### src/rtl/core/adk_pkg.sv
// Shared types, constants and AES helper functions for the DUKPT key derivation block.
`timescale 1ns / 1ps

package adk_pkg;

    typedef struct packed {
        logic [1:0]  kind;
        logic [63:0] key_word_0;
        logic [63:0] key_word_1;
        logic [63:0] key_word_2;
        logic [63:0] key_word_3;
        logic [1:0]  key_len;
        logic [1:0]  out_len;
        logic [63:0] init_id;
        logic [63:0] txn_id;
    } t_in;

    typedef struct packed {
        logic [1:0]  status;
        logic        chunk_index;
        logic [63:0] key_hi;
        logic [63:0] key_lo;
        logic        last;
    } t_out;

    typedef struct packed {
        logic         bad;
        logic [1:0]   kind;
        logic [255:0] key;
        logic [1:0]   ksz;
        logic [1:0]   osz;
        logic [63:0]  ikid;
        logic [63:0]  txid;
    } t_cmd;

    typedef struct packed {
        logic         start;
        logic [255:0] key;
        logic [1:0]   ksz;
        logic [127:0] blk;
    } t_aes_req;

    typedef struct packed {
        logic         done;
        logic [127:0] res;
    } t_aes_rsp;

    localparam logic [1:0] C_ST_OK     = 2'd0;
    localparam logic [1:0] C_ST_BADARG = 2'd1;
    localparam logic [1:0] C_ST_BADKEY = 2'd2;

    localparam logic [1:0] C_KIND_INIT = 2'd0;
    localparam logic [1:0] C_KIND_TXN  = 2'd1;
    localparam logic [1:0] C_KIND_PEK  = 2'd2;
    localparam logic [1:0] C_KIND_BAD  = 2'd3;

    localparam logic [1:0] C_SZ_128 = 2'd0;
    localparam logic [1:0] C_SZ_192 = 2'd1;
    localparam logic [1:0] C_SZ_256 = 2'd2;
    localparam logic [1:0] C_SZ_BAD = 2'd3;

    localparam logic [15:0] C_USE_INITIAL = 16'h8001;
    localparam logic [15:0] C_USE_DERIVE  = 16'h8002;
    localparam logic [15:0] C_USE_PEK     = 16'h1000;
    localparam logic [15:0] C_ALG_FIXED   = 16'h0002;
    localparam logic [7:0]  C_VERSION     = 8'h01;
    localparam logic [7:0]  C_POLY        = 8'h1b;

    localparam logic [0:255][7:0] C_SBOX = {
        128'h637c777bf26b6fc53001672bfed7ab76,
        128'hca82c97dfa5947f0add4a2af9ca472c0,
        128'hb7fd9326363ff7cc34a5e5f171d83115,
        128'h04c723c31896059a071280e2eb27b275,
        128'h09832c1a1b6e5aa0523bd6b329e32f84,
        128'h53d100ed20fcb15b6acbbe394a4c58cf,
        128'hd0efaafb434d338545f9027f503c9fa8,
        128'h51a3408f929d38f5bcb6da2110fff3d2,
        128'hcd0c13ec5f974417c4a77e3d645d1973,
        128'h60814fdc222a908846eeb814de5e0bdb,
        128'he0323a0a4906245cc2d3ac629195e479,
        128'he7c8376d8dd54ea96c56f4ea657aae08,
        128'hba78252e1ca6b4c6e8dd741f4bbd8b8a,
        128'h703eb5664803f60e613557b986c11d9e,
        128'he1f8981169d98e949b1e87e9ce5528df,
        128'h8ca1890dbfe6426841992d0fb054bb16
    };

    function automatic logic [7:0] sbox(input logic [7:0] b);
        return C_SBOX[b];
    endfunction

    function automatic logic [7:0] xtime(input logic [7:0] b);
        return {b[6:0], 1'b0} ^ (b[7] ? C_POLY : 8'h00);
    endfunction

    function automatic logic [7:0] rcon(input logic [3:0] q);
        logic [7:0] r;
        case (q)
            4'd1:    r = 8'h01;
            4'd2:    r = 8'h02;
            4'd3:    r = 8'h04;
            4'd4:    r = 8'h08;
            4'd5:    r = 8'h10;
            4'd6:    r = 8'h20;
            4'd7:    r = 8'h40;
            4'd8:    r = 8'h80;
            4'd9:    r = 8'h1b;
            4'd10:   r = 8'h36;
            default: r = 8'h00;
        endcase
        return r;
    endfunction

endpackage

### src/rtl/core/adk_front.sv
// Front end: accepts request words, flags bad codes and queues commands for the back end.
`timescale 1ns / 1ps

module adk_front (
    input  logic          i_clk,
    input  logic          i_rst_n,
    input  logic          i_valid,
    output logic          o_stall,
    input  adk_pkg::t_in  i_data,
    output logic          o_cmd_valid,
    input  logic          i_cmd_pop,
    output adk_pkg::t_cmd o_cmd
);

    adk_pkg::t_cmd r_q [2];
    logic          r_wp, r_rp;
    logic [1:0]    r_cnt;
    adk_pkg::t_cmd w_cmd;
    logic          w_push, w_pop;

    always_comb begin
        w_cmd.bad  = (i_data.kind == adk_pkg::C_KIND_BAD) ||
                     (i_data.key_len == adk_pkg::C_SZ_BAD) ||
                     (i_data.out_len == adk_pkg::C_SZ_BAD);
        w_cmd.kind = i_data.kind;
        w_cmd.key  = {i_data.key_word_0, i_data.key_word_1,
                      i_data.key_word_2, i_data.key_word_3};
        w_cmd.ksz  = i_data.key_len;
        w_cmd.osz  = i_data.out_len;
        w_cmd.ikid = i_data.init_id;
        w_cmd.txid = i_data.txn_id;
    end

    assign o_stall     = (r_cnt == 2'd2);
    assign w_push      = i_valid && !o_stall;
    assign w_pop       = i_cmd_pop && (r_cnt != 2'd0);
    assign o_cmd_valid = (r_cnt != 2'd0);
    assign o_cmd       = r_q[r_rp];

    always_ff @(posedge i_clk) begin
        if (w_push) begin
            r_q[r_wp] <= w_cmd;
        end
    end

    always_ff @(posedge i_clk) begin
        if (!i_rst_n) begin
            r_wp  <= 1'b0;
            r_rp  <= 1'b0;
            r_cnt <= 2'd0;
        end else begin
            if (w_push) begin
                r_wp <= ~r_wp;
            end
            if (w_pop) begin
                r_rp <= ~r_rp;
            end
            r_cnt <= r_cnt + {1'b0, w_push} - {1'b0, w_pop};
        end
    end

endmodule

### config.mk
export PLATFORM = sky130hd
export DESIGN_NAME = adk_front
export DESIGN_NICKNAME = d
export VERILOG_FILES = /design/src/rtl/core/adk_pkg.sv /design/src/rtl/core/adk_front.sv
export SDC_FILE = /design/constraint.sdc
export NUM_CORES = 1
export LEC_CHECK = 0
export BUFFER_PORTS_ARGS = -buffer_cell sky130_fd_sc_hd__buf_2
export CAP_MARGIN = 20
export CORE_ASPECT_RATIO = 0.9
export CORE_UTILIZATION = 28
export CTS_BUF_LIST = sky130_fd_sc_hd__clkbuf_8
export DETAILED_ROUTE_END_ITERATION = 16
export GPL_ROUTABILITY_DRIVEN = 0
export GPL_TIMING_DRIVEN = 0
export SLEW_MARGIN = 30
export SYNTH_ARGS = -nofsm -noshare
export SYNTH_HDL_FRONTEND = slang
export SYNTH_SLANG_ARGS = --single-unit
### constraint.sdc
create_clock -name i_clk -period 31.1 [get_ports i_clk]
set_clock_uncertainty 0.15 [all_clocks]
set_input_delay 6.22 -clock i_clk [delete_from_list [all_inputs] [get_ports i_clk]]
set_output_delay 6.22 -clock i_clk [all_outputs]
set_load 0.005 [all_outputs]
Yosys cells after proc, flatten, opt, wreduce, memory -nomap -nowiden
Memories as Yosys holds them, arrays and structs flattened. A register that Yosys moved wholly into a read port is not among the register bits.
Cells that the tools add are included.
Cells by class
  add/sub/neg operators: 2
  multiplexer cells: 4
  reduce and logical (&&, ||, !) cells: 6
  eq/ne operators: 4
  bitwise logic cells: 2
Operators by type and width (count)
  equality test 2 bit (second input constant): 4
  2-to-1 mux 1 bit: 4
  adder 2 x 1 -> 2 bit: 1
  logical AND 1 bit: 2
  logical OR 1 bit: 2
  NOT 1 bit: 2
  nonzero test 2 bit: 1
  subtractor 2 x 1 -> 2 bit: 1
  logical NOT 1 bit: 1
Storage, ports and cells
  register bits after elaboration: 4
  input bits: 394
  memory bits (writable): 782
  memories: 1
  word-level logic and storage cells: 22
  output and inout bits: 393
Memories
  r_q: depth 2, bits a word 391, read ports 1, clocked after Yosys merged registers in 1, wr ports 1, RTL line adk_front.sv:15  | adk_pkg::t_cmd r_q [2];

Logic depth before layout (Yosys ltp)
  depth in word-level cells: 5
  depth in mapped cells: 8
  mapped depth without buffers: 8

Least setup slack after synthesis
No wires, ideal clock.
  path type: input-to-reg
  start point: input i_valid
  end point: memory r_q[0][0] (netlist bit) (enable)
  buffers on the path: 0
  path slack: 7.306 ns
  arrival: 22.492 ns
  library setup time: 1.152 ns
  stages: 2
  data required time: 29.798 ns
  cells stage by stage: nand2_1 nor2_1
Between the ends
  word-level cells in the longest chain between the ends: 3
RTL lines
  start, declared: RTL line adk_front.sv:7  | input logic i_valid,
  logical AND 1 bit: RTL line adk_front.sv:35  | assign w_push = i_valid && !o_stall;
  2-to-1 mux 1 bit: RTL line adk_front.sv:41  | if (w_push) begin
  2-to-1 mux 1 bit (implied by the code): RTL line adk_front.sv:42  | r_q[r_wp] <= w_cmd;
  end, declared: RTL line adk_front.sv:15
Every way passes these cells.

==> run summary <==
========================================================================================
Fraction of layout cells with a size suffix above 1                                61.8%
Clock Path Buffers                                                                     3
Worst R2R Setup Slack                                                           27.98 ns
Sum Neg Setup Slack                                                                 0 ns
Min-Delay Path Depth                                                                   2
I/O pin count                                                                        787
Standard-cell row count                                                              114
First-pass GRT wire length                                                        103 mm
Clock tree sinks                                                                     787
Critical Path End Type                                                        output pin
Min-Delay Path Class                                                          reg -> reg
Initial antenna violation count                                                       20
Number of storage elements in the synthesis netlist                                  787
Final core utilization                                                             36.7%
Headroom to the max-slew limit                                                     60.5%
Number of distinct library cells after synthesis                                      19
Synthesized Nets                                                                    1641
Met2 wire length                                                                 37.5 mm
Horizontal die dimension                                                          350 um
Post-synthesis instance total                                                       1245
Initial core utilization                                                           28.3%
Count of maximum capacitance violations                                                0
Wire length after detailed routing                                               73.0 mm
Startpoint type of the worst setup path                                        flip-flop
Hold Crit Start                                                                     r_rp
Endpoint of the lowest-slack register-to-register path                        r_q[0][16]
Largest net degree at the start of global routing                                     47
Max Clk Rate                                                                   0.113 GHz
Cell count after placement                                                          3512
Count of TritonRoute iterations in the first routing pass                              4
Syn Area/Cell                                                                  24.5 um^2
Quantity of I/O buffers inserted on ports                                            786
Routed wire length on met3                                                       7.27 mm
Minimum clock period after layout                                                8.85 ns
Clock latency reported for the late side of the worst-skew pair                  0.81 ns
Total half-perimeter wirelength after legalization and detailed placement        53.7 mm
Final Hold Vio Count                                                                   0
Metal1 wirelength                                                                26.3 mm
Leading cell type in the layout, fill and taps excluded                            buf_2
Number of warnings reported in the yosys synthesis log                                 0
Final cycle utilization of the critical path                                       28.5%
H-Tree Level Count                                                                     4
VDD IR-drop max                                                                0.0488 mV
Required time of the critical path                                              24.73 ns
Power after layout                                                               3.11 mW
Total Nets Final                                                                    2594
Wire length per cell                                                             19.4 um
R2r worst-path depth                                                                  10
Post-synthesis to final-layout area growth                                         29.8%
Total routing usage reported by global routing                                     12.8%
Largest driver fanout on the critical path                                            10
Number of buffers created by CTS                                                     134
CTS-repair resized insts                                                               0
Final Setup Violations                                                                 0
Drt via density                                                                     4.06
Cell Pwr Density                                                            78.7 nW/um^2
Static leakage power                                                             15.4 nW
Netlist area before placement                                                 30500 um^2
Worst-path clk slew                                                              0.06 ns
CORE AREA                                                                    108000 um^2
Number of global-route vias before repair                                          16.4k
Total via count in the routed design                                               15.2k
Setup repair after global routing missed its margin                                false
Number of hold-repair buffers added at the cts stage                                   0
Fraction of the yosys area taken by sequential cells                               77.4%
Slew at the pin closest to its max-slew limit                                   0.592 ns
Library cell used as clock root buffer                                          clkbuf_8
Clock tree from TritonCTS                                                           done
Die H                                                                             315 um
Post-CTS setup-driven buffer insertion count                                           0
Critical path start-end classification                                        reg -> out
Post-layout instance count excluding filler cells                                   3757
Outcome                                                                     finished clean
Number of max-slew violations in the final report                                      0
Top routing layer in use                                                            met5
Area of the die                                                              110000 um^2
Antenna Nets Post-Route                                                                0
Leftover overflow at the end of global routing                                         0
CP arrival                                                                       2.48 ns
Number of remaining DRC errors                                                         0
Worst reg2reg path startpoint                                                   r_cnt[0]
Highest-count cells in the layout ignoring fill and taps                    buf_2 (786), edfxtp_1 (782), mux2_4 (390)
DRC violation total after the first TritonRoute iteration                            679
========================================================================================
## report_power, final
part,switching [mW],internal (mW),total (mW),leakage (nW)
clock network,0.409,0.464,0.873,1.41
registers,0.0325,1.33,1.36,7.35
logic,0.395,0.483,0.878,6.69
total,0.836,2.28,3.11,15.4
## state kept, by name, indices dropped and copies added, names as in the netlist, named ones only
signal  cells
r_rp        1
r_q       782
r_cnt       2
r_wp        1
## kinds of logic (layout without fill, tap and decap cells)
group	Yosys count	after routing	share of synthesized area, %
multiplexers	392	392	19.3
AO/OA/AOI/OAI	2	2	0.0575
other	0	11	0
flip-flops	787	787	77.4
adder cells (fa/ha/maj)	2	2	0.0821
buffers and inverters	48	1099	2.91
AND/OR/NAND/NOR	11	11	0.177
XOR/XNOR	3	3	0.0863
## layout make-up
class                           instances  area, um^2
Antenna cell                           11        27.5
Buffer                                 44         872
Clock buffer                          139        1910
Clock inverter                         95         573
Fill cell                            9990       68100
Inverter                                4        15.0
Multi-Input combinational cell        410        6010
Sequential cell                       787       23600
Tap cell                             1450        1810
Timing Repair Buffer                  817        4730
## worst max-delay path, stage by stage (launching register included)
cell     delay, ns
dfxtp_1       0.45
buf_6         0.19
buf_12        0.20
buf_12        0.20
mux2_4        0.40
buf_2         0.16
## how the worst max path moves through the flow
stage                     depth (start not counted)  slack (ns)          end  startpoint
after floorplan                                   2        7.31    r_q[0][0]     i_valid
after global placement                            3       -1.65   r_q[0][25]     i_valid
after detailed placement                         10       22.23  r_q[0][346]     i_valid
after CTS                                         5       22.01   o_cmd[380]   flip-flop
after global routing                              5       22.02   o_cmd[380]   flip-flop
final                                             5       22.25   o_cmd[380]   flip-flop
## synth_stat cells, drive strengths merged
cell / n / share of area [%]
a222oi: 1 / 0.033
and2: 1 / 0.021
and3: 1 / 0.021
buf: 44 / 2.9
dfxtp: 5 / 0.33
edfxtp: 782 / 77
ha: 2 / 0.082
inv: 4 / 0.049
mux2: 391 / 19
mux2i: 1 / 0.033
nand2: 2 / 0.025
nand2b: 2 / 0.041
nor2: 4 / 0.049
o21a: 1 / 0.025
or2: 1 / 0.021
xnor2: 2 / 0.058
xor2: 1 / 0.029
## through the flow
stage / hold WS [ns] / setup WS, ns / area, um^2
after floorplan: 0.305 / 7.31 / 30500
after global placement: 0.326 / -1.65 / 36200
after detailed placement: 0.356 / 22.23 / 37000
after CTS: 0.357 / 22.01 / 39500
after global routing: 0.406 / 22.02 / 39500
final: 0.360 / 22.25 / 39500
## metal layers
metal / global-route usage (%) / up-vias
met1: 13.0 / 7534
met3: 6.34 / 124
li1: - / 6948
met4: 5.07 / 20
met5: 0 / -
met2: 22.4 / 612
Power figures use the tool's default switching activity.
