--- config.mk ---
export PLATFORM = sky130hd
export DESIGN_NAME = adk_back
export DESIGN_NICKNAME = d
export VERILOG_FILES = /design/src/rtl/core/adk_pkg.sv /design/src/rtl/core/adk_back.sv
export SDC_FILE = /design/constraint.sdc
export NUM_CORES = 1
export LEC_CHECK = 0
export BUFFER_PORTS_ARGS = -buffer_cell sky130_fd_sc_hd__clkbuf_2
export CAP_MARGIN = 20
export CORE_AREA = 2 2 408 410
export CTS_CLUSTER_SIZE = 30
export DETAILED_ROUTE_END_ITERATION = 16
export DIE_AREA = 0 0 410 412
export HOLD_SLACK_MARGIN = 0.02
export PLACE_DENSITY = 0.39
export SYNTH_ARGS = -nofsm -noshare
export SYNTH_HDL_FRONTEND = slang
export SYNTH_SLANG_ARGS = --single-unit
--- constraint.sdc ---
create_clock -name i_clk -period 57.5 [get_ports i_clk]
set_clock_uncertainty 0.15 [all_clocks]
set_input_delay 8.625 -clock i_clk [delete_from_list [all_inputs] [get_ports i_clk]]
set_output_delay 8.625 -clock i_clk [all_outputs]
set_load 0.02 [all_outputs]
--- src/rtl/core/adk_pkg.sv ---
// Shared types, constants and AES helper functions for the DUKPT key derivation block.
`timescale 1ns / 1ps

package adk_pkg;

    typedef struct packed {
        logic [1:0]  kind;
        logic [63:0] key_word_0;
        logic [63:0] key_word_1;
        logic [63:0] key_word_2;
        logic [63:0] key_word_3;
        logic [1:0]  key_len;
        logic [1:0]  out_len;
        logic [63:0] init_id;
        logic [63:0] txn_id;
    } t_in;

    typedef struct packed {
        logic [1:0]  status;
        logic        chunk_index;
        logic [63:0] key_hi;
        logic [63:0] key_lo;
        logic        last;
    } t_out;

    typedef struct packed {
        logic         bad;
        logic [1:0]   kind;
        logic [255:0] key;
        logic [1:0]   ksz;
        logic [1:0]   osz;
        logic [63:0]  ikid;
        logic [63:0]  txid;
    } t_cmd;

    typedef struct packed {
        logic         start;
        logic [255:0] key;
        logic [1:0]   ksz;
        logic [127:0] blk;
    } t_aes_req;

    typedef struct packed {
        logic         done;
        logic [127:0] res;
    } t_aes_rsp;

    localparam logic [1:0] C_ST_OK     = 2'd0;
    localparam logic [1:0] C_ST_BADARG = 2'd1;
    localparam logic [1:0] C_ST_BADKEY = 2'd2;

    localparam logic [1:0] C_KIND_INIT = 2'd0;
    localparam logic [1:0] C_KIND_TXN  = 2'd1;
    localparam logic [1:0] C_KIND_PEK  = 2'd2;
    localparam logic [1:0] C_KIND_BAD  = 2'd3;

    localparam logic [1:0] C_SZ_128 = 2'd0;
    localparam logic [1:0] C_SZ_192 = 2'd1;
    localparam logic [1:0] C_SZ_256 = 2'd2;
    localparam logic [1:0] C_SZ_BAD = 2'd3;

    localparam logic [15:0] C_USE_INITIAL = 16'h8001;
    localparam logic [15:0] C_USE_DERIVE  = 16'h8002;
    localparam logic [15:0] C_USE_PEK     = 16'h1000;
    localparam logic [15:0] C_ALG_FIXED   = 16'h0002;
    localparam logic [7:0]  C_VERSION     = 8'h01;
    localparam logic [7:0]  C_POLY        = 8'h1b;

    localparam logic [0:255][7:0] C_SBOX = {
        128'h637c777bf26b6fc53001672bfed7ab76,
        128'hca82c97dfa5947f0add4a2af9ca472c0,
        128'hb7fd9326363ff7cc34a5e5f171d83115,
        128'h04c723c31896059a071280e2eb27b275,
        128'h09832c1a1b6e5aa0523bd6b329e32f84,
        128'h53d100ed20fcb15b6acbbe394a4c58cf,
        128'hd0efaafb434d338545f9027f503c9fa8,
        128'h51a3408f929d38f5bcb6da2110fff3d2,
        128'hcd0c13ec5f974417c4a77e3d645d1973,
        128'h60814fdc222a908846eeb814de5e0bdb,
        128'he0323a0a4906245cc2d3ac629195e479,
        128'he7c8376d8dd54ea96c56f4ea657aae08,
        128'hba78252e1ca6b4c6e8dd741f4bbd8b8a,
        128'h703eb5664803f60e613557b986c11d9e,
        128'he1f8981169d98e949b1e87e9ce5528df,
        128'h8ca1890dbfe6426841992d0fb054bb16
    };

    function automatic logic [7:0] sbox(input logic [7:0] b);
        return C_SBOX[b];
    endfunction

    function automatic logic [7:0] xtime(input logic [7:0] b);
        return {b[6:0], 1'b0} ^ (b[7] ? C_POLY : 8'h00);
    endfunction

    function automatic logic [7:0] rcon(input logic [3:0] q);
        logic [7:0] r;
        case (q)
            4'd1:    r = 8'h01;
            4'd2:    r = 8'h02;
            4'd3:    r = 8'h04;
            4'd4:    r = 8'h08;
            4'd5:    r = 8'h10;
            4'd6:    r = 8'h20;
            4'd7:    r = 8'h40;
            4'd8:    r = 8'h80;
            4'd9:    r = 8'h1b;
            4'd10:   r = 8'h36;
            default: r = 8'h00;
        endcase
        return r;
    endfunction

endpackage

--- src/rtl/core/adk_back.sv ---
// Back end: sequences the derivation stages, drives the AES core and registers result words.
`timescale 1ns / 1ps

module adk_back (
    input  logic              i_clk,
    input  logic              i_rst_n,
    input  logic              i_cmd_valid,
    input  adk_pkg::t_cmd     i_cmd,
    output logic              o_cmd_pop,
    output adk_pkg::t_aes_req o_req,
    input  adk_pkg::t_aes_rsp i_rsp,
    output logic              o_valid,
    input  logic              i_stall,
    output adk_pkg::t_out     o_data
);

    localparam logic [2:0] S_IDLE = 3'd0;
    localparam logic [2:0] S_CHK  = 3'd1;
    localparam logic [2:0] S_ENC  = 3'd2;
    localparam logic [2:0] S_OUT0 = 3'd3;
    localparam logic [2:0] S_OUT1 = 3'd4;
    localparam logic [2:0] S_ERR  = 3'd5;

    logic [2:0]    r_state, n_state;
    adk_pkg::t_cmd r_cmd, n_cmd;
    logic [255:0]  r_key, n_key, r_out, n_out, w_merged;
    logic [1:0]    r_ksz, n_ksz, r_stage, n_stage, r_st, n_st;
    logic          r_chunk, n_chunk;
    logic          r_ov, n_ov;
    adk_pkg::t_out r_od, n_od;

    logic          w_free, w_zero, w_start, w_start_chunk;
    logic [15:0]   w_usage, w_bits;
    logic [63:0]   w_dat;

    assign w_free = !r_ov || !i_stall;

    always_comb begin
        if (r_stage == 2'd0) begin
            w_usage = (r_cmd.kind == adk_pkg::C_KIND_TXN) ? adk_pkg::C_USE_DERIVE
                                                          : adk_pkg::C_USE_INITIAL;
            w_dat   = (r_cmd.kind == adk_pkg::C_KIND_TXN) ? r_cmd.txid : r_cmd.ikid;
        end else if (r_stage == 2'd1) begin
            w_usage = adk_pkg::C_USE_DERIVE;
            w_dat   = r_cmd.txid;
        end else begin
            w_usage = adk_pkg::C_USE_PEK;
            w_dat   = r_cmd.txid;
        end
        case (r_cmd.osz)
            adk_pkg::C_SZ_128: w_bits = 16'd128;
            adk_pkg::C_SZ_192: w_bits = 16'd192;
            default:           w_bits = 16'd256;
        endcase
        case (r_ksz)
            adk_pkg::C_SZ_128: w_zero = (r_key[255:128] == '0);
            adk_pkg::C_SZ_192: w_zero = (r_key[255:64] == '0);
            default:           w_zero = (r_key == '0);
        endcase
        if (r_chunk) begin
            if (r_cmd.osz == adk_pkg::C_SZ_192) begin
                w_merged = {r_out[255:128], i_rsp.res[127:64], 64'd0};
            end else begin
                w_merged = {r_out[255:128], i_rsp.res};
            end
        end else begin
            w_merged = {i_rsp.res, r_out[127:0]};
        end
    end

    always_comb begin
        n_state       = r_state;
        n_cmd         = r_cmd;
        n_key         = r_key;
        n_ksz         = r_ksz;
        n_stage       = r_stage;
        n_st          = r_st;
        n_chunk       = r_chunk;
        n_out         = r_out;
        n_od          = r_od;
        o_cmd_pop     = 1'b0;
        w_start       = 1'b0;
        w_start_chunk = 1'b0;
        n_ov          = i_stall ? r_ov : 1'b0;
        unique case (r_state)
            S_IDLE: begin
                if (i_cmd_valid) begin
                    o_cmd_pop = 1'b1;
                    n_cmd     = i_cmd;
                    n_key     = i_cmd.key;
                    n_ksz     = i_cmd.ksz;
                    n_stage   = 2'd0;
                    if (i_cmd.bad) begin
                        n_st    = adk_pkg::C_ST_BADARG;
                        n_state = S_ERR;
                    end else begin
                        n_state = S_CHK;
                    end
                end
            end
            S_CHK: begin
                if (w_zero) begin
                    n_st    = adk_pkg::C_ST_BADKEY;
                    n_state = S_ERR;
                end else begin
                    n_out   = '0;
                    n_chunk = 1'b0;
                    w_start = 1'b1;
                    n_state = S_ENC;
                end
            end
            S_ENC: begin
                if (i_rsp.done) begin
                    n_out = w_merged;
                    if (!r_chunk && r_cmd.osz != adk_pkg::C_SZ_128) begin
                        n_chunk       = 1'b1;
                        w_start       = 1'b1;
                        w_start_chunk = 1'b1;
                    end else if (r_cmd.kind == adk_pkg::C_KIND_PEK && r_stage != 2'd2) begin
                        n_stage = r_stage + 2'd1;
                        n_key   = w_merged;
                        n_ksz   = r_cmd.osz;
                        n_state = S_CHK;
                    end else begin
                        n_state = S_OUT0;
                    end
                end
            end
            S_OUT0: begin
                if (w_free) begin
                    n_ov               = 1'b1;
                    n_od.status        = adk_pkg::C_ST_OK;
                    n_od.chunk_index   = 1'b0;
                    n_od.key_hi        = r_out[255:192];
                    n_od.key_lo        = r_out[191:128];
                    n_od.last          = (r_cmd.osz == adk_pkg::C_SZ_128);
                    n_state = (r_cmd.osz == adk_pkg::C_SZ_128) ? S_IDLE : S_OUT1;
                end
            end
            S_OUT1: begin
                if (w_free) begin
                    n_ov             = 1'b1;
                    n_od.status      = adk_pkg::C_ST_OK;
                    n_od.chunk_index = 1'b1;
                    n_od.key_hi      = r_out[127:64];
                    n_od.key_lo      = r_out[63:0];
                    n_od.last        = 1'b1;
                    n_state          = S_IDLE;
                end
            end
            S_ERR: begin
                if (w_free) begin
                    n_ov             = 1'b1;
                    n_od.status      = r_st;
                    n_od.chunk_index = 1'b0;
                    n_od.key_hi      = '0;
                    n_od.key_lo      = '0;
                    n_od.last        = 1'b1;
                    n_state          = S_IDLE;
                end
            end
            default: begin
                n_state = S_IDLE;
            end
        endcase
    end

    always_comb begin
        o_req.start = w_start;
        o_req.key   = r_key;
        o_req.ksz   = r_ksz;
        o_req.blk   = {adk_pkg::C_VERSION, {7'd0, w_start_chunk} + 8'd1, w_usage,
                       adk_pkg::C_ALG_FIXED, w_bits, w_dat};
    end

    always_ff @(posedge i_clk) begin
        r_cmd   <= n_cmd;
        r_key   <= n_key;
        r_ksz   <= n_ksz;
        r_stage <= n_stage;
        r_st    <= n_st;
        r_chunk <= n_chunk;
        r_out   <= n_out;
        r_od    <= n_od;
    end

    always_ff @(posedge i_clk) begin
        if (!i_rst_n) begin
            r_state <= S_IDLE;
            r_ov    <= 1'b0;
        end else begin
            r_state <= n_state;
            r_ov    <= n_ov;
        end
    end

    assign o_valid = r_ov;
    assign o_data  = r_od;

endmodule

# Word level (Yosys, flattened, before mapping)

Index checks and enable logic that the tools add are counted.

Add/sub/neg operators: 2
Divide/modulo/power cells: 0
Order comparisons: 0
Eq/ne operators: 23
Bitwise logic cells: 0
Muxes and demuxes: 59
Multiply operators: 0
Reductions and logical operators: 27
Shift operators: 0

Operators with widths:

| kind                 | count |
|---|---|
| $mux W256            | 7 |
| $pmux W256 S2        | 2 |
| $mux W132            | 3 |
| $pmux W132 S3        | 1 |
| $logic_not A256 Y1   | 1 |
| $logic_not A192 Y1   | 1 |
| $mux W64             | 3 |
| $logic_not A128 Y1   | 1 |
| $mux W16             | 2 |
| $mux W2              | 13 |
| $mux W3              | 8 |
| $ne A2 B2 Y1 const B | 12 |
| $pmux W9 S2          | 1 |
| $pmux W3 S5          | 1 |
| $mux W1              | 12 |
| $pmux W2 S2          | 3 |
| $reduce_and A4 Y1    | 3 |
| $reduce_and A5 Y1    | 2 |
| $eq A2 B1 Y1 const B | 4 |
| $reduce_bool A2 Y1   | 4 |
| $eq A3 B2 Y1 const B | 2 |
| $eq A3 B3 Y1 const B | 2 |
| $logic_not A2 Y1     | 3 |
| $pmux W1 S2          | 3 |
| 14 further kinds     | 17 |

Memory bits (writable): 0
Bits in latches: 0
Bits in read-only memories: 0
Bits in registers: 787
Memories kept: 0
Word-level logic and storage cells: 128

# Depth between registers and ports, before layout

Gate-level depths: netlist (run 1).

Depth in word-level cells: 7
Gate-level depth with buffers: 8
Gate-level depth less buffers: 7

# Least setup slack after synthesis (run 1)

Ideal clock, no wire load.

Path kind: input -> register
Start point: input i_cmd_valid
End point: register r_key[0] (enable)
Arrival time: 26355 ps
Required time: 56148 ps
Stages on the path: 3
Slack: 29793 ps
Path through: nor2b_1 a41oi_1 nor3_1

Word-level cells in the longest chain between the ends: 2

RTL lines:

| item                        | line            | text |
|---|---|---|
| from (decl)                 | adk_back.sv:7   | `input logic i_cmd_valid,` |
| $ne A2 B2 Y1 (no line)      | -               |  |
| $reduce_and A5 Y1 (no line) | -               |  |
| to (signal assigned)        | adk_back.sv:178 | `r_key <= n_key;` |
| to (decl)                   | adk_back.sv:26  | `logic [255:0] r_key, n_key, r_out, n_out, w_merged;` |

Every way passes these cells.
A chain may end at the register's enable or synchronous reset.

# Worst setup path in the final report (run 1)

Start point: input i_cmd_valid
End point: output o_cmd_pop

Word-level cells in the longest chain between the ends: 2

RTL lines:

| item      | line           | text |
|---|---|---|
| $mux W1   | adk_back.sv:87 | `if (i_cmd_valid) begin` |
| $mux W1   | adk_back.sv:85 | `unique case (r_state)` |
| to (decl) | adk_back.sv:9  | `output logic o_cmd_pop,` |

Every way passes these cells.

==> results of run 1 <==
==> report_power, final <==
part,switching [mW],internal [mW]
clock network,0.259,0.326
registers,0.0459,0.757
logic,0.282,0.112
==> cell type report <==
| cell class | count | area [um^2] | area share |
|---|---|---|---|
| inverters | 12 | 50.05 | 0.001142 |
| clock inverters | 48 | 389.1 | 0.008878 |
| flip-flops and latches | 787 | 23590 | 0.5383 |
| multi-input cells | 1610 | 9138 | 0.2085 |
| well taps | 2189 | 2739 | 0.06249 |
| repair buffers | 1033 | 5318 | 0.1213 |
| clock buffers | 126 | 2579 | 0.05883 |
| diodes | 11 | 27.53 | 0.0006280 |
==> routing by layer <==
layer  global-route usage  share of wire
met1               0.1896           0.39
met2               0.2757           0.49
met5             0.003957         0.0024
met3              0.06183          0.091
met4              0.05597          0.030
==> cell usage after synthesis (all sizes together) <==
cell type	count	share of area
conb	2	0.00022
o41ai	1	0.00048
nor4	67	0.013
ha	3	0.0011
o21ai	140	0.021
or2	1	0.00019
nand2	458	0.051
nand3	66	0.0098
inv	12	0.0013
a2bb2oi	1	0.00026
mux2i	192	0.057
a22o	1	0.00026
nand4	16	0.0030
edfxtp	783	0.70
a21boi	1	0.00022
a21oi	65	0.0097
o21bai	1	0.00022
a41oi	1	0.00026
and3	4	0.00074
clkbuf	71	0.0079
o22ai	2	0.00037
nor3	2	0.00030
o2111a	2	0.00071
o31ai	1	0.00022
a311oi	1	0.00026
dfxtp	4	0.0024
or3	1	0.00019
nor2b	1	0.00019
o211ai	1	0.00022
nor2	203	0.023
nor3b	1	0.00022
a21o	256	0.057
buf	146	0.026
and2	1	0.00019
nand2b	65	0.012
==> sequential cells by signal, indices dropped and copies added, names as in the netlist <==
signal	count
o_data	132
o_valid	1
r_chunk	1
r_cmd	132
r_key	256
r_ksz	2
r_out	256
r_st	2
r_stage	2
r_state	3
==> cells by family (layout without fill, tap and decap cells) <==
family                   Yosys count  count (layout)  synth area share
other                              2              66         0.0002234
AO/OA/AOI/OAI                    474             474           0.09119
adder cells (fa/ha/maj)            3               3          0.001117
flip-flops                       787             787            0.7018
AND/OR/NAND/NOR                  886             886            0.1134
buffers and inverters            229            1219           0.03513
multiplexers                     192             192           0.05717
==> path summary, 6_finish.rpt <==
path / startpoint / end / depth (start not counted)
min: r_out[201] / o_data[74] / 2
min reg2reg: r_out[201] / o_data[74] / 2
max reg2reg: r_key[5] / r_out[51] / 8
max: i_cmd_valid / o_cmd_pop / 4
==> per-stage QoR <==
| stage | hold WS, ns | cell area (um^2) | utilization | power [mW] |
|---|---|---|---|---|
| 2_1_floorplan | 0.3717 | 33820 | - | 1.086 |
| 3_3_place_gp | 0.3881 | 40840 | 0.2486 | 1.218 |
| 3_5_place_dp | 0.3900 | 40840 | 0.2486 | 1.219 |
| 4_1_cts | 0.3859 | 43800 | 0.2667 | 1.815 |
| 5_1_grt | 0.4225 | 43820 | 0.2668 | 1.865 |
| 6_report | 0.3959 | 43830 | 0.2669 | 1.782 |
==> critical path, cell delays in order <==
cell	delay, ns
clkbuf_2	0.12
nor2b_1	0.23
and2_4	0.70
clkbuf_2	0.30
==> cells in the final DEF (no fill, tap or decap), types with 2 or more instances in the layout <==
cell type,netlist,routed
clkbuf_2,0,989
edfxtp_1,783,783
nand2_1,458,456
a21o_1,256,256
nor2_1,203,203
mux2i_1,192,192
o21ai_0,140,138
clkbuf_16,0,99
nand3_1,66,66
nand2b_1,65,64
a21oi_1,65,64
nor4_1,66,61
conb_1,2,55
buf_4,57,41
clkbuf_1,71,27
clkinv_1,0,26
nand4_1,16,16
diode_2,0,11
inv_1,12,10
clkinv_2,0,10
nor4_2,1,6
and3_1,4,4
clkinv_16,0,4
dfxtp_1,4,4
inv_6,0,3
ha_1,3,3
buf_12,0,3
nand2_4,0,2
o21ai_4,0,2
o22ai_1,2,2
bufinv_16,0,2
clkinvlp_4,0,2
==> qor.csv, run 1 <==
metric;value;unit
outcome;complete, no violations;
max cap viols;0;
final hold vios;0;
Placement Setup Slack;38.68;ns
Mean Syn Cell Area;13.07;um^2
Post-route DRC;0;
relative slew slack;0.2787;
Crit Path Category;input port to primary output;
post-DP HPWL;108100;um
RSZ-0062 raised after global routing;false;
Num Clock Sinks;787;
Power Dens Cells;40.65;nW/um^2
vias in the first global route;24325;
hold_buf cts;0;
initial drt markers;1519;
Clk Latency, worst-skew pair;0.73;ns
grt ovf;0;
flops & latches, synth;787;
Data required, critical path;48.73;ns
Worst Tran Pin Value;1.082;ns
Setup Buffers After CTS;0;
DRT antenna net count;0;
Initial Util;0.2047;
maximum vdd drop;0.02211;mV
Core Area;164200;um^2
number of I/O pins;1045;
Syn Inst Count;2573;
final setup violating endpoints;0;
die area;168900;um^2
Layout fillers;17367;
Root Buffer;clkbuf_16;
Port Buffer Count;989;
CTS Buf Count;98;
post-synthesis sequential area ratio;0.7018;
pin count of the biggest net entering global routing;159;
H-tree depth;3;
clk slew on worst S/H paths;0.06;ns
GRT Util Overall;0.1636;
Max Fclk;0.05321;GHz
Critical Path Start Type;input port;
fin cells;5816;
Post-Route WL;144400;um
post-synth cell types;39;
Worst Setup End Kind;primary output;
Yosys warnings;0;
vias per inst;4.181;
Min Clock Period, post-route;18.79;ns
placed cells;5631;
share of cells above drive strength 1;0.3244;
post-route setup slack;38.71;ns
wire length per cell;24.82;um
Slew Limit Fails;0;
die width;410;um
first-pass GRT wire length;193900;um
total negative slack;0;ns
CTS tree;done;
Cell Rows;149;
Vias;24317;
Final Cycle Share;0.3268;
fin nets;4069;
Worst EP arrival;10.02;ns
Area Overhead vs Synth;30.39;%
DRT Pass-1 Iters;5;
CTS resizes;0;
cell leakage power;18.78;nW
mapped cell area;33620;um^2
Die H;412;um
routability congestion estimate;0.8910;
critical-path maximum fanout;60;
Hold WC Path Type;flop to flop;
r2r setup slk;52.33;ns
CTS max path bufs;3;
initial antenna violation count;41;
No activity file was read; power rests on OpenSTA's default activity.
==> run 2: changes to the inputs <==
==> constraint.sdc (replaced) <==
create_clock -name i_clk -period 19.16 [get_ports i_clk]
set_clock_uncertainty 0.15 [all_clocks]
set_input_delay 2.874 -clock i_clk [delete_from_list [all_inputs] [get_ports i_clk]]
set_output_delay 2.874 -clock i_clk [all_outputs]
set_load 0.02 [all_outputs]
==> run 2 against run 1 <==
Compared with the run above:
- via count about the same
- hold slack improved by 0.0077 ns
- critical endpoint unchanged
- largest cell class unchanged
- register-to-register slack got worse by 38 ns
- combinational power increased to 3.0 times the previous value
- clock power increased to 3.0 times the previous value
- cell area about the same
- cell count decreased by 0.17%
==> qor.csv, run 2 (same netlist as run 1, synthesis figures left out) <==
metric;value;unit;change
Worst Tran Pin Value;1.070;ns;-0.01180 ns
vias in the first global route;24248;;-0.32%
routability congestion estimate;0.8620;;-3.3%
initial antenna violation count;34;;-17%
Num Clock Sinks;787;;unchanged
Switch Pwr;1.764;mW;+200%
initial drt markers;1601;;+5.4%
CTS max path bufs;3;;unchanged
Vias;24305;;-0.049%
Crit Path Category;input port to primary output;;
Post-route DRC;0;;unchanged
Hold WS;0.4037;ns;+0.007720 ns
Sw Share;0.3282;;-0.0009005
Post-Route WL;146700;um;+1.6%
Final Util;0.2667;;about the same
DRT antenna net count;0;;unchanged
vias per inst;4.186;;+0.12%
pin count of the biggest net entering global routing;152;;-4.4%
Layout fillers;17373;;+0.035%
Power Dens Cells;122.7;nW/um^2;+200%
die width;410;um;unchanged
CTS resizes;0;;unchanged
number of I/O pins;1045;;unchanged
clk slew on worst S/H paths;0.06;ns;about the same
maximum vdd drop;0.06047;mV;+170%
Critical Path Start Type;input port;;
share of cells above drive strength 1;0.3255;;+0.001100
slowest CP cell;and2_4;;
outcome;complete, no violations;;
total negative slack;0;ns;unchanged
sequential share of power;0.445;;-0.006
post-route setup slack;11.78;ns;-26.93 ns
FF-to-FF Start;r_key[159];;
hold worst-path end;o_data[108];;
Hold Path Stages;2;;unchanged
worst path buffer plus inverter count;2;;unchanged
combinational power share;0.224;;+0.003
H-tree depth;3;;unchanged
r2r setup slk;14.31;ns;-38.02 ns
Internal;3.611;mW;+200%
hold_buf cts;0;;unchanged
fin nets;4063;;-0.15%
Cell Area, Placed;40820;um^2;about the same
Clk Latency, worst-skew pair;0.72;ns;about the same
Root Buffer;clkbuf_16;;
leading cell type in the layout, fill and taps excluded;clkbuf_2;;
Clk pwr share;0.331;;+0.003
r2r endpoint;r_out[183];;
worst path cell trace;clkbuf_2, nor2b_1, and2_4, clkbuf_2;;
Data required, critical path;16.14;ns;-32.59 ns
Core Area;164200;um^2;unchanged
Port Buffer Count;989;;unchanged
Crit path max-delay family;simple AND/OR/NAND/NOR gates;;
Setup Buffers After CTS;0;;unchanged
RSZ-0062 raised after global routing;false;;
post-DP HPWL;109700;um;+1.4%
Multi-input gate area;9156;um^2;+0.21%
cell leakage power;18.77;nW;about the same
CP most frequent cell;clkbuf_2;;
wire length per cell;25.26;um;+1.8%
Max Fclk;0.1356;GHz;
Area Overhead vs Synth;30.29;%;about the same
Min Clock Period, post-route;7.377;ns;
grt ovf;0;;unchanged
CTS tree;done;;
leading cell types in the layout, fill and taps excluded;clkbuf_2 (989), edfxtp_1 (783), nand2_1 (456);;
Placement Setup Slack;11.76;ns;-26.91 ns
Overall Power;5.375;mW;+200%
Slew Limit Fails;0;;unchanged
Sequential Area;23590;um^2;unchanged
Initial Util;0.2047;;unchanged
fin cells;5806;;-0.17%
first-pass GRT wire length;197900;um;+2.1%
relative slew slack;0.2807;;+0.001930
DRT Pass-1 Iters;5;;unchanged
final hold vios;0;;unchanged
Worst EP arrival;4.35;ns;-5.67 ns
HP Start;r_out[235];;
biggest regs;r_key (256), r_out (256);;
placed cells;5626;;-0.089%
critical-path maximum fanout;62;;+3.3%
Cell Rows;149;;unchanged
GRT Util Overall;0.1669;;+0.003274
Final Instance Area;43800;um^2;about the same
Die H;412;um;unchanged
max cap viols;0;;unchanged
peak per-stage delay on the critical path;0.74;ns;+0.04 ns
Worst Setup End Kind;primary output;;
reg2reg path depth;7;;-1
die area;168900;um^2;unchanged
Final Cycle Share;0.3850;;
CTS Buf Count;97;;-1.0%
Hold WC Path Type;flop to flop;;
final setup violating endpoints;0;;unchanged
## run 2: worst max-delay path by stage
stage | startpoint | endpoint | slack (ns) | depth (start not counted)
finish | i_cmd_valid | o_cmd_pop | 11.78 | 4
global route | r_key[159] | o_req[386] | 11.65 | 6
CTS | r_key[159] | o_req[386] | 11.66 | 6
detailed placement | i_cmd_valid | o_cmd_pop | 11.76 | 4
global placement | i_cmd_valid | o_cmd_pop | 11.76 | 4
floorplan | i_cmd_valid | r_key[0] | 5.16 | 3
## run 2: power by group through the flow
stage	clock network, mW	logic, mW	registers (mW)
after CTS	1.84	1.24	2.39
after detailed placement	0	1.24	2.43
after global placement	0	1.25	2.42
after global routing	1.90	1.30	2.42
after floorplan	0	0.553	2.64
final	1.78	1.20	2.39
## run 2: layout make-up
class                      count  area share
clock inverter                47    0.008713
inverter                      12    0.001143
sequential                   787      0.5386
antenna                        4   0.0002285
timing repair buffer        1028      0.1206
tap                         2189     0.06253
clock buffer                 129     0.05913
multi-input combinational   1610      0.2090
## run 2: worst register-to-register path: stages (launching register included)
cell	delay (ns)
edfxtp_1	0.40
nor4_2	0.75
nand4_1	0.51
nor4_2	0.94
o2111a_2	0.44
o21ai_4	0.18
buf_4	0.46
buf_4	0.58
## run 2: per-layer routing
metal	track usage	part of all wire	wire length, um
met3	0.05466	0.079	11610
met5	0	0.0017	246
met1	0.1996	0.40	59190
met4	0.04836	0.024	3538
met2	0.2845	0.49	72070
==> run 3: changes to the inputs <==
--- a/config.mk
+++ b/config.mk
@@ -12,7 +12,7 @@
 export DETAILED_ROUTE_END_ITERATION = 16
 export DIE_AREA = 0 0 410 412
 export HOLD_SLACK_MARGIN = 0.02
-export PLACE_DENSITY = 0.39
+export PLACE_DENSITY = 0.4
 export SYNTH_ARGS = -nofsm -noshare
 export SYNTH_HDL_FRONTEND = slang
 export SYNTH_SLANG_ARGS = --single-unit
==> constraint.sdc (replaced) <==
create_clock -name i_clk -period 6.7 [get_ports i_clk]
set_clock_uncertainty 0.15 [all_clocks]
set_input_delay 1.005 -clock i_clk [delete_from_list [all_inputs] [get_ports i_clk]]
set_output_delay 1.005 -clock i_clk [all_outputs]
set_load 0.02 [all_outputs]
==> run 3 against run 2 <==
Compared with the run above:
- cell count about the same
- sequential share of layout area decreased by 0.25 points
- critical path depth increased by 2
- clock power increased to 2.9 times the previous value
==> qor.csv, run 3 (same netlist as run 1, synthesis figures left out) <==
metric;value;unit;change
outcome;complete, no violations;;
Port Buffer Count;989;;unchanged
relative slew slack;0.3137;;+0.03307
critical-path maximum fanout;4;;-94%
post-route setup slack;1.734;ns;-10.05 ns
clk slew on worst S/H paths;0.06;ns;about the same
Routed met3 length;11750;um;+1.2%
Power Dens Cells;352.9;nW/um^2;+190%
peak per-stage delay on the critical path;0.82;ns;+0.08 ns
initial antenna violation count;36;;+5.9%
vias in the first global route;23951;;-1.2%
Worst Setup End Kind;primary output;;
final hold vios;0;;unchanged
slowest CP cell;nor4_1;;
hold_buf cts;0;;unchanged
first-pass GRT wire length;197100;um;-0.38%
CTS max path bufs;3;;unchanged
Die H;412;um;unchanged
H-tree depth;3;;unchanged
die area;168900;um^2;unchanged
CTS Buf Count;97;;unchanged
Cell Rows;149;;unchanged
CTS tree;done;;
biggest regs;r_key (256), r_out (256);;
Root Buffer;clkbuf_16;;
Crit path max-delay family;simple AND/OR/NAND/NOR gates;;
fin cells;5810;;+0.069%
vias per inst;4.185;;about the same
Met2 Wirelength;72950;um;+1.2%
DRT Pass-1 Iters;5;;unchanged
initial drt markers;1453;;-9.2%
grt ovf;0;;unchanged
routability congestion estimate;0.8295;;-3.8%
leading cell types in the layout, fill and taps excluded;clkbuf_2 (989), edfxtp_1 (783), nand2_1 (456);;
fin nets;4062;;-0.025%
RSZ-0062 raised after global routing;false;;
Placement Setup Slack;1.893;ns;-9.869 ns
Final Cycle Share;0.7413;;
Worst EP arrival;3.81;ns;-0.54 ns
max cap viols;0;;unchanged
Setup Buffers After CTS;0;;unchanged
Worst Tran Pin Value;1.020;ns;-0.05010 ns
maximum vdd drop;0.2136;mV;+250%
Cell Area, Placed;40890;um^2;+0.18%
total negative slack;0;ns;unchanged
r2r endpoint;r_out[205];;
number of I/O pins;1045;;unchanged
Data required, critical path;5.54;ns;-10.60 ns
r2r setup slk;2.38;ns;-11.93 ns
DRT antenna net count;0;;unchanged
crit path launch;r_key[195];;
leading cell type in the layout, fill and taps excluded;clkbuf_2;;
worst path cell trace;nor4_1, nand4_1, nor4_1, o2111a_2, o21ai_0, clkbuf_2;;
post-DP HPWL;109900;um;+0.24%
pin count of the biggest net entering global routing;158;;+3.9%
worst path buffer plus inverter count;1;;-1
wl on met1;58580;um;-1.0%
hold worst-path end;r_cmd[22];;
die width;410;um;unchanged
Hold Path Stages;1;;-1
Final Util;0.2679;;+0.001242
Num Clock Sinks;787;;unchanged
Vias;24317;;+0.049%
final setup violating endpoints;0;;unchanged
reg2reg path depth;6;;-1
cell leakage power;18.85;nW;+0.45%
Crit Path Category;flop to primary output;;
Max Fclk;0.2014;GHz;
Min Clock Period, post-route;4.966;ns;
Final Instance Area;44000;um^2;+0.47%
Slew Limit Fails;0;;unchanged
FF-to-FF Start;r_key[195];;
highest routed metal layer;met5;;
Post-Route WL;146700;um;about the same
HP Start;i_cmd[22];;
GRT Util Overall;0.1665;;-0.0003708
CTS resizes;0;;unchanged
Area Overhead vs Synth;30.90;%;
Core Area;164200;um^2;unchanged
wire length per cell;25.25;um;about the same
CP most frequent cell;nor4_1;;
Clk Latency, worst-skew pair;0.72;ns;about the same
Post-route DRC;0;;unchanged
Hold WC Path Type;input port to flop;;
share of cells above drive strength 1;0.3263;;+0.0008303
Initial Util;0.2047;;unchanged
placed cells;5625;;-0.018%
Critical Path Start Type;flop;;
[run 3: worst max path at each step]
stage,to,slack [ns],cells past startpoint
floorplan,r_key[0],-1.31,3
global placement,r_out[31],1.92,7
detailed placement,r_out[26],1.89,7
CTS,o_req[386],1.25,6
global route,o_req[386],1.41,6
finish,o_req[386],1.73,6
[run 3: area by class of cell]
| type | count | area, um^2 |
|---|---|---|
| clock inverters | 55 | 570.5 |
| repair buffers | 1027 | 5358 |
| flip-flops and latches | 787 | 23590 |
| multi-input cells | 1610 | 9153 |
| fillers | 17425 | 120200 |
| clock buffers | 122 | 2521 |
| well taps | 2189 | 2739 |
| diodes | 8 | 20.02 |
| inverters | 12 | 50.05 |
[run 3: stage by stage]
stage                     hold slack [ns]  total power [mW]
after floorplan                    0.3717             8.988
after global placement             0.3857             10.50
after detailed placement           0.3876             10.51
after CTS                          0.1988             15.83
after global routing               0.2534             16.24
final                              0.3084             15.53
[run 3: power breakdown]
| part | switching [mW] | internal (mW) | total [mW] | leakage (nW) |
|---|---|---|---|---|
| clock | 2.26 | 2.96 | 5.22 | 1.49 |
| combinational | 2.49 | 0.975 | 3.47 | 9.89 |
| sequential | 0.348 | 6.50 | 6.84 | 7.47 |
[run 3: per-layer routing]
layer / global-route usage / vias to the layer above
met5: 0 / -
met3: 0.05695 / 198
met1: 0.1968 / 12053
li1: - / 11240
met2: 0.2874 / 782
met4: 0.04304 / 44
[run 3: worst register-to-register path, cell delays in order (launching register included)]
cell      delay [ns]
edfxtp_1        0.39
nor4_1          0.73
nand4_1         0.47
nor4_1          0.82
o2111a_2        0.41
o21ai_4         0.24
buf_12          0.29
